File: config.mk
export PLATFORM = sky130hd
export DESIGN_NAME = adsr_envelope_level_unit
export DESIGN_NICKNAME = d
export VERILOG_FILES = /design/src/adsr_pkg.sv /design/src/adsr_front.sv /design/src/adsr_queue.sv /design/src/adsr_back.sv /design/src/adsr_envelope_level_unit.sv
export SDC_FILE = /design/constraint.sdc
export NUM_CORES = 2
export LEC_CHECK = 0
export BUFFER_PORTS_ARGS = -buffer_cell sky130_fd_sc_hd__buf_2
export CORE_MARGIN = 8
export CORE_UTILIZATION = 53
export DETAILED_ROUTE_END_ITERATION = 10
export MAX_ROUTING_LAYER = met4
export PLACE_DENSITY = 0.65
export SETUP_SLACK_MARGIN = 0.05
export SLEW_MARGIN = 20
export SYNTH_ARGS = -nofsm -noshare
export SYNTH_HDL_FRONTEND = slang
export SYNTH_SLANG_ARGS = --single-unit
export TNS_END_PERCENT = 100
File: constraint.sdc
create_clock -name clk -period 50.8 [get_ports clk]
set_input_delay 5.08 -clock clk [delete_from_list [all_inputs] [get_ports clk]]
set_output_delay 5.08 -clock clk [all_outputs]
set_load 0.01 [all_outputs]
File: src/adsr_pkg.sv
`timescale 1ns / 1ps

package adsr_pkg;

  // Level format: unsigned fixed point, full scale is one
  localparam int LEVEL_FRAC_BITS = 15;
  localparam int LEVEL_W         = 16;
  localparam int QUOT_W          = LEVEL_FRAC_BITS + 1;
  localparam logic [LEVEL_W-1:0] FULL_SCALE = LEVEL_W'(1 << LEVEL_FRAC_BITS);

  // Elapsed time field and the compare width that holds attack plus decay
  localparam int ELAPSED_W = 32;
  localparam int CMP_W     = ELAPSED_W + 1;

  // Register reset values
  localparam int ATTACK_RESET  = 10000;
  localparam int DECAY_RESET   = 50000;
  localparam int RELEASE_RESET = 100000;
  localparam logic [LEVEL_W-1:0] SUSTAIN_RESET = 16'd24576;

  // Job queue between classifier and arithmetic pipeline
  localparam int QUEUE_DEPTH = 4;
  localparam int QPTR_W      = $clog2(QUEUE_DEPTH);
  localparam int QCNT_W      = $clog2(QUEUE_DEPTH + 1);

  typedef enum logic [1:0] {
    REG_ATTACK  = 2'd0,
    REG_DECAY   = 2'd1,
    REG_SUSTAIN = 2'd2,
    REG_RELEASE = 2'd3
  } reg_idx_t;

  typedef struct packed {
    logic [ELAPSED_W-1:0] elapsed_time;
    logic                 gate_pressed;
    logic                 voice_active;
    logic [LEVEL_W-1:0]   onset_level;
  } sample_t;

  typedef struct packed {
    logic [LEVEL_W-1:0] level;
    logic               voice_done;
  } env_t;

  typedef struct packed {
    logic full;
    logic empty;
  } queue_stat_t;

  // Saturate a level to full scale
  function automatic logic [LEVEL_W-1:0] clamp_level(input logic [LEVEL_W-1:0] v);
    return (v > FULL_SCALE) ? FULL_SCALE : v;
  endfunction

endpackage

File: src/adsr_front.sv
`timescale 1ns / 1ps

module adsr_front #(
  parameter int TIME_BITS = 24,
  localparam int JOB_W = 2 * adsr_pkg::LEVEL_W + 3 + 2 * TIME_BITS
) (
  input  logic                   clk,
  input  logic                   rst,
  input  logic                   cfg_write,
  input  adsr_pkg::reg_idx_t     cfg_index,
  input  logic [TIME_BITS-1:0]   cfg_data,
  input  logic                   sample_valid,
  output logic                   sample_stall,
  input  adsr_pkg::sample_t      sample,
  input  adsr_pkg::queue_stat_t  qstat,
  output logic                   push,
  output logic [JOB_W-1:0]       job_word
);
  import adsr_pkg::*;

  typedef struct packed {
    logic [LEVEL_W-1:0]   base;
    logic                 use_q;
    logic                 sub;
    logic                 done;
    logic [LEVEL_W-1:0]   mul_a;
    logic [TIME_BITS-1:0] mul_b;
    logic [TIME_BITS-1:0] divisor;
  } job_t;

  logic [TIME_BITS-1:0] attack_time;
  logic [TIME_BITS-1:0] decay_time;
  logic [TIME_BITS-1:0] release_time;
  logic [LEVEL_W-1:0]   sustain_level;

  logic [LEVEL_W-1:0] start_lvl;
  logic [LEVEL_W-1:0] sus_lvl;
  logic [CMP_W-1:0]   t_ext;
  logic [CMP_W-1:0]   a_ext;
  logic [CMP_W-1:0]   r_ext;
  logic [CMP_W-1:0]   ad_ext;
  logic [CMP_W-1:0]   dec_diff;
  logic [CMP_W-1:0]   rel_diff;
  job_t               job;

  // Hold the envelope registers
  always_ff @(posedge clk) begin
    if (rst) begin
      attack_time   <= TIME_BITS'(ATTACK_RESET);
      decay_time    <= TIME_BITS'(DECAY_RESET);
      sustain_level <= SUSTAIN_RESET;
      release_time  <= TIME_BITS'(RELEASE_RESET);
    end else if (cfg_write) begin
      case (cfg_index)
        REG_ATTACK:  attack_time   <= cfg_data;
        REG_DECAY:   decay_time    <= cfg_data;
        REG_SUSTAIN: sustain_level <= cfg_data[LEVEL_W-1:0];
        REG_RELEASE: release_time  <= cfg_data;
        default: ;
      endcase
    end
  end

  // Phase boundaries on a common compare width
  assign start_lvl = clamp_level(sample.onset_level);
  assign sus_lvl   = clamp_level(sustain_level);
  assign t_ext     = CMP_W'(sample.elapsed_time);
  assign a_ext     = CMP_W'(attack_time);
  assign r_ext     = CMP_W'(release_time);
  assign ad_ext    = CMP_W'(attack_time) + CMP_W'(decay_time);
  assign dec_diff  = t_ext - a_ext;
  assign rel_diff  = r_ext - t_ext;

  // Classify the phase and set up multiply, divide and final offset
  always_comb begin
    job      = '0;
    job.done = !sample.gate_pressed && (t_ext > r_ext);
    if (!sample.voice_active) begin
      job.base = '0;
    end else if (sample.gate_pressed) begin
      if (t_ext <= a_ext) begin
        if (attack_time == '0) begin
          job.base = FULL_SCALE;
        end else begin
          job.base    = start_lvl;
          job.use_q   = 1'b1;
          job.mul_a   = FULL_SCALE - start_lvl;
          job.mul_b   = sample.elapsed_time[TIME_BITS-1:0];
          job.divisor = attack_time;
        end
      end else if (t_ext <= ad_ext) begin
        if (decay_time == '0) begin
          job.base = sus_lvl;
        end else begin
          job.base    = FULL_SCALE;
          job.use_q   = 1'b1;
          job.sub     = 1'b1;
          job.mul_a   = FULL_SCALE - sus_lvl;
          job.mul_b   = dec_diff[TIME_BITS-1:0];
          job.divisor = decay_time;
        end
      end else begin
        job.base = sus_lvl;
      end
    end else if (t_ext < r_ext) begin
      job.use_q   = 1'b1;
      job.mul_a   = start_lvl;
      job.mul_b   = rel_diff[TIME_BITS-1:0];
      job.divisor = release_time;
    end
  end

  // Push a word whenever a sample is valid and the queue has room
  assign push         = sample_valid && !qstat.full;
  assign sample_stall = qstat.full;
  assign job_word     = job;

endmodule

File: src/adsr_queue.sv
`timescale 1ns / 1ps

module adsr_queue #(
  parameter int WIDTH = 8
) (
  input  logic                  clk,
  input  logic                  rst,
  input  logic                  push,
  input  logic [WIDTH-1:0]      din,
  input  logic                  pop,
  output logic [WIDTH-1:0]      dout,
  output adsr_pkg::queue_stat_t stat
);
  import adsr_pkg::*;

  logic [WIDTH-1:0]  slots [QUEUE_DEPTH];
  logic [QPTR_W-1:0] wr_ptr;
  logic [QPTR_W-1:0] rd_ptr;
  logic [QCNT_W-1:0] count;
  logic [QCNT_W-1:0] count_next;

  function automatic logic [QPTR_W-1:0] ptr_inc(input logic [QPTR_W-1:0] p);
    return (p == QPTR_W'(QUEUE_DEPTH - 1)) ? '0 : p + 1'b1;
  endfunction

  // Track fill level
  always_comb begin
    count_next = count;
    if (push && !pop) begin
      count_next = count + 1'b1;
    end else if (pop && !push) begin
      count_next = count - 1'b1;
    end
  end

  always_ff @(posedge clk) begin
    if (rst) begin
      wr_ptr <= '0;
      rd_ptr <= '0;
      count  <= '0;
    end else begin
      if (push) begin
        wr_ptr <= ptr_inc(wr_ptr);
      end
      if (pop) begin
        rd_ptr <= ptr_inc(rd_ptr);
      end
      count <= count_next;
    end
  end

  // Store pushed words
  always_ff @(posedge clk) begin
    if (push) begin
      slots[wr_ptr] <= din;
    end
  end

  assign dout       = slots[rd_ptr];
  assign stat.full  = (count == QCNT_W'(QUEUE_DEPTH));
  assign stat.empty = (count == '0);

endmodule

File: src/adsr_back.sv
`timescale 1ns / 1ps

module adsr_back #(
  parameter int TIME_BITS = 24,
  localparam int JOB_W = 2 * adsr_pkg::LEVEL_W + 3 + 2 * TIME_BITS
) (
  input  logic                  clk,
  input  logic                  rst,
  input  logic [JOB_W-1:0]      job_word,
  input  adsr_pkg::queue_stat_t qstat,
  output logic                  pop,
  output logic                  env_valid,
  input  logic                  env_stall,
  output adsr_pkg::env_t        env
);
  import adsr_pkg::*;

  localparam int PROD_W = LEVEL_W + TIME_BITS;
  localparam int NSTG   = QUOT_W;

  typedef struct packed {
    logic [LEVEL_W-1:0]   base;
    logic                 use_q;
    logic                 sub;
    logic                 done;
    logic [LEVEL_W-1:0]   mul_a;
    logic [TIME_BITS-1:0] mul_b;
    logic [TIME_BITS-1:0] divisor;
  } job_t;

  typedef struct packed {
    logic [LEVEL_W-1:0]   base;
    logic                 use_q;
    logic                 sub;
    logic                 done;
    logic [TIME_BITS-1:0] divisor;
  } carry_t;

  job_t                 head;
  logic                 adv;
  logic [PROD_W-1:0]    prod;

  // Stage 0 holds the product, stage i holds i quotient bits
  logic                 stg_valid [NSTG+1];
  carry_t               stg_carry [NSTG+1];
  logic [QUOT_W-1:0]    stg_lq    [NSTG+1];
  logic [TIME_BITS-1:0] stg_rem   [NSTG];

  logic [TIME_BITS:0]   step_trial [NSTG];
  logic [TIME_BITS-1:0] step_rem   [NSTG];
  logic [QUOT_W-1:0]    step_lq    [NSTG];

  carry_t               last;
  logic [LEVEL_W-1:0]   quot;
  logic [LEVEL_W-1:0]   level_next;

  // Advance the whole pipeline when the output register can take a word
  assign adv  = !env_valid || !env_stall;
  assign pop  = adv && !qstat.empty;
  assign head = job_t'(job_word);
  assign prod = PROD_W'(head.mul_a) * PROD_W'(head.mul_b);

  // One restoring divide step per stage
  always_comb begin
    for (int i = 0; i < NSTG; i++) begin
      step_trial[i] = {stg_rem[i], stg_lq[i][QUOT_W-1]};
      if (step_trial[i] >= {1'b0, stg_carry[i].divisor}) begin
        step_rem[i] = TIME_BITS'(step_trial[i] - {1'b0, stg_carry[i].divisor});
        step_lq[i]  = {stg_lq[i][QUOT_W-2:0], 1'b1};
      end else begin
        step_rem[i] = step_trial[i][TIME_BITS-1:0];
        step_lq[i]  = {stg_lq[i][QUOT_W-2:0], 1'b0};
      end
    end
  end

  // Apply the quotient to the phase base level
  assign last       = stg_carry[NSTG];
  assign quot       = last.use_q ? stg_lq[NSTG] : '0;
  assign level_next = last.sub ? (last.base - quot) : (last.base + quot);

  // Move valid bits
  always_ff @(posedge clk) begin
    if (rst) begin
      for (int i = 0; i <= NSTG; i++) begin
        stg_valid[i] <= 1'b0;
      end
      env_valid <= 1'b0;
    end else if (adv) begin
      stg_valid[0] <= pop;
      for (int i = 0; i < NSTG; i++) begin
        stg_valid[i+1] <= stg_valid[i];
      end
      env_valid <= stg_valid[NSTG];
    end
  end

  // Move payload
  always_ff @(posedge clk) begin
    if (adv) begin
      stg_carry[0] <= '{base: head.base, use_q: head.use_q, sub: head.sub,
                        done: head.done, divisor: head.divisor};
      stg_rem[0]   <= prod[PROD_W-1 -: TIME_BITS];
      stg_lq[0]    <= prod[QUOT_W-1:0];
      for (int i = 0; i < NSTG; i++) begin
        stg_carry[i+1] <= stg_carry[i];
        stg_lq[i+1]    <= step_lq[i];
      end
      for (int i = 0; i < NSTG - 1; i++) begin
        stg_rem[i+1] <= step_rem[i];
      end
      env.level      <= level_next;
      env.voice_done <= last.done;
    end
  end

endmodule

File: src/adsr_envelope_level_unit.sv
`timescale 1ns / 1ps
// Channel   Handshake                   Word
// sample    sample_valid / sample_stall elapsed_time, gate_pressed, voice_active, onset_level
// env       env_valid / env_stall       level, voice_done
// cfg       cfg_write                   cfg_index, cfg_data (no wait, no read-back)
//
// One sample per cycle sustained while neither stall is raised; a result is registered through
// the job queue, the multiplier register, the 16-stage restoring divider (one quotient bit per
// stage) and the output register.
// rst is synchronous: queue and pipeline empty, registers back to their defaults.
// sample_stall rises only when the four-word job queue is full; env_stall freezes the
// whole arithmetic pipeline while a result is held; the classifier keeps filling the queue.

module adsr_envelope_level_unit #(
  parameter int TIME_BITS = 24
) (
  input  logic                 clk,
  input  logic                 rst,
  input  logic                 cfg_write,
  input  adsr_pkg::reg_idx_t   cfg_index,
  input  logic [TIME_BITS-1:0] cfg_data,
  input  logic                 sample_valid,
  output logic                 sample_stall,
  input  adsr_pkg::sample_t    sample,
  output logic                 env_valid,
  input  logic                 env_stall,
  output adsr_pkg::env_t       env
);
  import adsr_pkg::*;

  localparam int JOB_W = 2 * LEVEL_W + 3 + 2 * TIME_BITS;

  queue_stat_t      qstat;
  logic             push;
  logic             pop;
  logic [JOB_W-1:0] job_in;
  logic [JOB_W-1:0] job_out;

  adsr_front #(.TIME_BITS(TIME_BITS)) u_front (
    .clk          (clk),
    .rst          (rst),
    .cfg_write    (cfg_write),
    .cfg_index    (cfg_index),
    .cfg_data     (cfg_data),
    .sample_valid (sample_valid),
    .sample_stall (sample_stall),
    .sample       (sample),
    .qstat        (qstat),
    .push         (push),
    .job_word     (job_in)
  );

  adsr_queue #(.WIDTH(JOB_W)) u_queue (
    .clk  (clk),
    .rst  (rst),
    .push (push),
    .din  (job_in),
    .pop  (pop),
    .dout (job_out),
    .stat (qstat)
  );

  adsr_back #(.TIME_BITS(TIME_BITS)) u_back (
    .clk       (clk),
    .rst       (rst),
    .job_word  (job_out),
    .qstat     (qstat),
    .pop       (pop),
    .env_valid (env_valid),
    .env_stall (env_stall),
    .env       (env)
  );

  // Level never leaves the unit range
  a_level_range: assert property (@(posedge clk) disable iff (rst)
    env_valid |-> (env.level <= FULL_SCALE))
    else $error("envelope level above full scale");

  // A finished voice has decayed to silence
  a_done_silent: assert property (@(posedge clk) disable iff (rst)
    (env_valid && env.voice_done) |-> (env.level == '0))
    else $error("voice done with nonzero level");

  // Reset empties the output
  a_reset_empty: assert property (@(posedge clk)
    rst |=> !env_valid)
    else $error("result word present after reset");

endmodule

==> results.txt <==
Cell variety after synth -> 85
Starting DRT DRC Count -> 4553
Crit path required time -> 51.37 ns
Setup Slack @ Placement -> 40.88 ns
Hold buffers post-CTS -> 0
Yosys top cell area share -> 52.2%
Share of cells above drive strength 1 -> 8.18%
Yosys reg bits -> 1827
Worst Hold Class -> reg -> reg
Register area share after synthesis -> 54.2%
Crit Path Max Fanout -> 57
Max-slew headroom -> 20.6%
Cell taking the most area after synthesis -> edfxtp_1
Root buffer cell -> clkbuf_16
GRT overflow -> 0
Max stage delay on crit path -> 0.88 ns
Setup crit start kind -> register
Final period util -> 18.4%
Largest net degree at the start of global routing -> 187
Crit end category -> register
NumNets Final -> 9397
Starting density of the core -> 53.2%
Final Skew -> 0.0614 ns
Post-CTS Resized -> 0
Synth Flop Type -> edfxtp_1
Final WS setup -> 41.44 ns
Status -> complete, no violations
Drt first pass iters -> 6
Largest delay share family, worst path -> adder cells
Antenna Nets Post-Route -> 0
Sink Count -> 1827
Antenna violations before repair -> 5
Final hold vios -> 0
Max cap viols -> 0
Synth area leaders -> edfxtp_1 52%, ha_1 8.1%, fa_1 6.6%
DR WL/cell -> 20.0 µm
Die Ht -> 449 µm
DR vias/cell -> 5.65
Slew Viols, Final -> 0
Setup Crit Path Kind -> reg -> reg
Ys async rst share -> 0%
Most numerous cell in the Yosys netlist -> edfxtp_1
Area of the mapped netlist -> 0.0994 mm²
Commonest cells in the netlist -> 1729 x edfxtp_1, 944 x inv_1, 730 x nand2_1, 640 x ha_1, 557 x a21oi_1
H-Tree Depth -> 4
Buf/Inv on CP -> 5
Chip Width -> 449 µm
EDFF count, synth -> 1729
RSZ-0062 raised after global routing -> false
Clk buf depth -> 3
Crit-path slowest cell -> dfxtp_4
Post-Route WL -> 220000 µm
Endpoints failing setup -> 0
Tightest Pin Transition -> 1.19 ns
Minimum clock period -> 9.36 ns
Area Growth Syn to Fin -> 9.57%
Number of global-route vias before repair -> 62700
Die footprint -> 0.202 mm²
Syn avg cell area -> 12.1 µm²
Core Box Area -> 0.187 mm²
Fmax -> 107 MHz
Critical path's most frequent cell -> fa_1
Cells after synthesis -> 8224
# DRC -> 0
Yosys warns -> 0
WP data arrival -> 9.93 ns
Final HPWL DP -> 160000 µm
Clk_lat worst skew -> 0.85 ns
Synth Net Count -> 9271
Row Count -> 159
IO buf count -> 99
Post-CTS setup buffer count -> 0
CTS tree -> done
First-pass GRT wire length -> 346000 µm
CTS Buf Count -> 188
Gpl congestion -> 0.936
Clock-pin slew on the worst setup and hold paths -> 0.06 ns
Vias -> 62100
Top-Level Pins -> 100
Aggregate negative setup slack -> 0 ns
Tot GR Track Use -> 22.0%
==> through the flow <==
| stage | std cells | cell area, µm² | hold slack, ns | util [%] |
|---|---|---|---|---|
| after floorplan | 8224 | 99400 | 0.400 | - |
| after global placement | 10700 | 103000 | 0.400 | 54.9 |
| after detailed placement | 10700 | 103000 | 0.405 | 54.9 |
| after CTS | 11000 | 109000 | 0.370 | 58.2 |
| after global routing | 11000 | 109000 | 0.386 | 58.2 |
| final | 11000 | 109000 | 0.381 | 58.2 |
==> path summary, 6_finish.rpt <==
path	from	to	slack [ns]	cells after the start
hold reg to reg	u_back.stg_carry[0][255]	u_back.stg_carry[0][298]	0.38	0
setup reg to reg	register	u_back.stg_rem[0][23]	41.44	26
setup / recovery	register	u_back.stg_rem[0][23]	41.44	26
hold / removal	u_back.stg_carry[0][255]	u_back.stg_carry[0][298]	0.38	0
==> worst register-to-register path: stages (launching register included) <==
cell and delay (ns):
dfxtp_4 0.88, buf_4 0.84, mux2_2 0.51, o21a_1 0.47, and2_1 0.34, fa_1 0.54
inv_1 0.06, fa_1 0.49, fa_1 0.52, inv_1 0.05, fa_1 0.53, fa_1 0.57
inv_1 0.05, fa_1 0.53, inv_1 0.04, ha_1 0.39, a21o_1 0.19, a211oi_1 0.26
nor2_1 0.08, o41ai_1 0.40, nand2b_1 0.24, nand4b_1 0.22, a41oi_1 0.32, a21oi_1 0.14
a21o_1 0.19, a21oi_1 0.16, xnor2_1 0.10
==> cells in the final DEF, fill, tap and decap left out, types with 175 or more instances in the layout <==
cell type | Yosys | routed
a21oi_1 | 557 | 557
edfxtp_1 | 1729 | 1729
nor2_1 | 504 | 503
xor2_1 | 175 | 175
o21ai_0 | 291 | 291
fa_1 | 326 | 326
inv_1 | 944 | 943
a21o_1 | 194 | 194
ha_1 | 640 | 640
xnor2_1 | 224 | 224
nand2_1 | 730 | 728
clkbuf_16 | 0 | 189
==> logic make-up after synthesis <==
group	synth area share, %
fa+ha+maj	14.6
flops	54.2
mux	3.57
compound gates	10.5
buf+inv	4.42
simple gates	9.21
xor+xnor	3.52
==> final cells by class <==
class / instances / area (µm²)
sequential: 1827 / 53900
tap: 2495 / 3120
clock buffer: 231 / 4890
timing repair buffer: 150 / 927
inverter: 945 / 3550
clock inverter: 108 / 1350
antenna: 3 / 7.51
fill: 15100 / 78100
multi-input combinational: 5238 / 41200
==> routing by layer <==
layer / wire (µm) / vias to the layer above / global-route usage (%)
met2: 106000 / 1622 / 36.4
li1: - / 29600 / -
met1: 94600 / 30400 / 28.0
met4: 8690 / 0 / 8.17
met3: 10600 / 451 / 2.84
met5: 0 / - / -
==> registers in the layout, summed over array words and instances, names as in the netlist, named ones only <==
register and count:
u_back.env_valid 1, u_front.sustain_level 16, u_queue.slots 332, u_back.stg_carry 707, u_back.stg_rem 384, u_queue.count 3, u_back.stg_valid 17, u_front.decay_time 24
u_queue.wr_ptr 2, u_front.release_time 24, u_back.env 17, u_queue.rd_ptr 2, u_front.attack_time 24, u_back.stg_lq 272
Power is left out: the tool's default activity adds up to more than one toggle a clock period on the data nets, which glitch-free logic cannot reach.
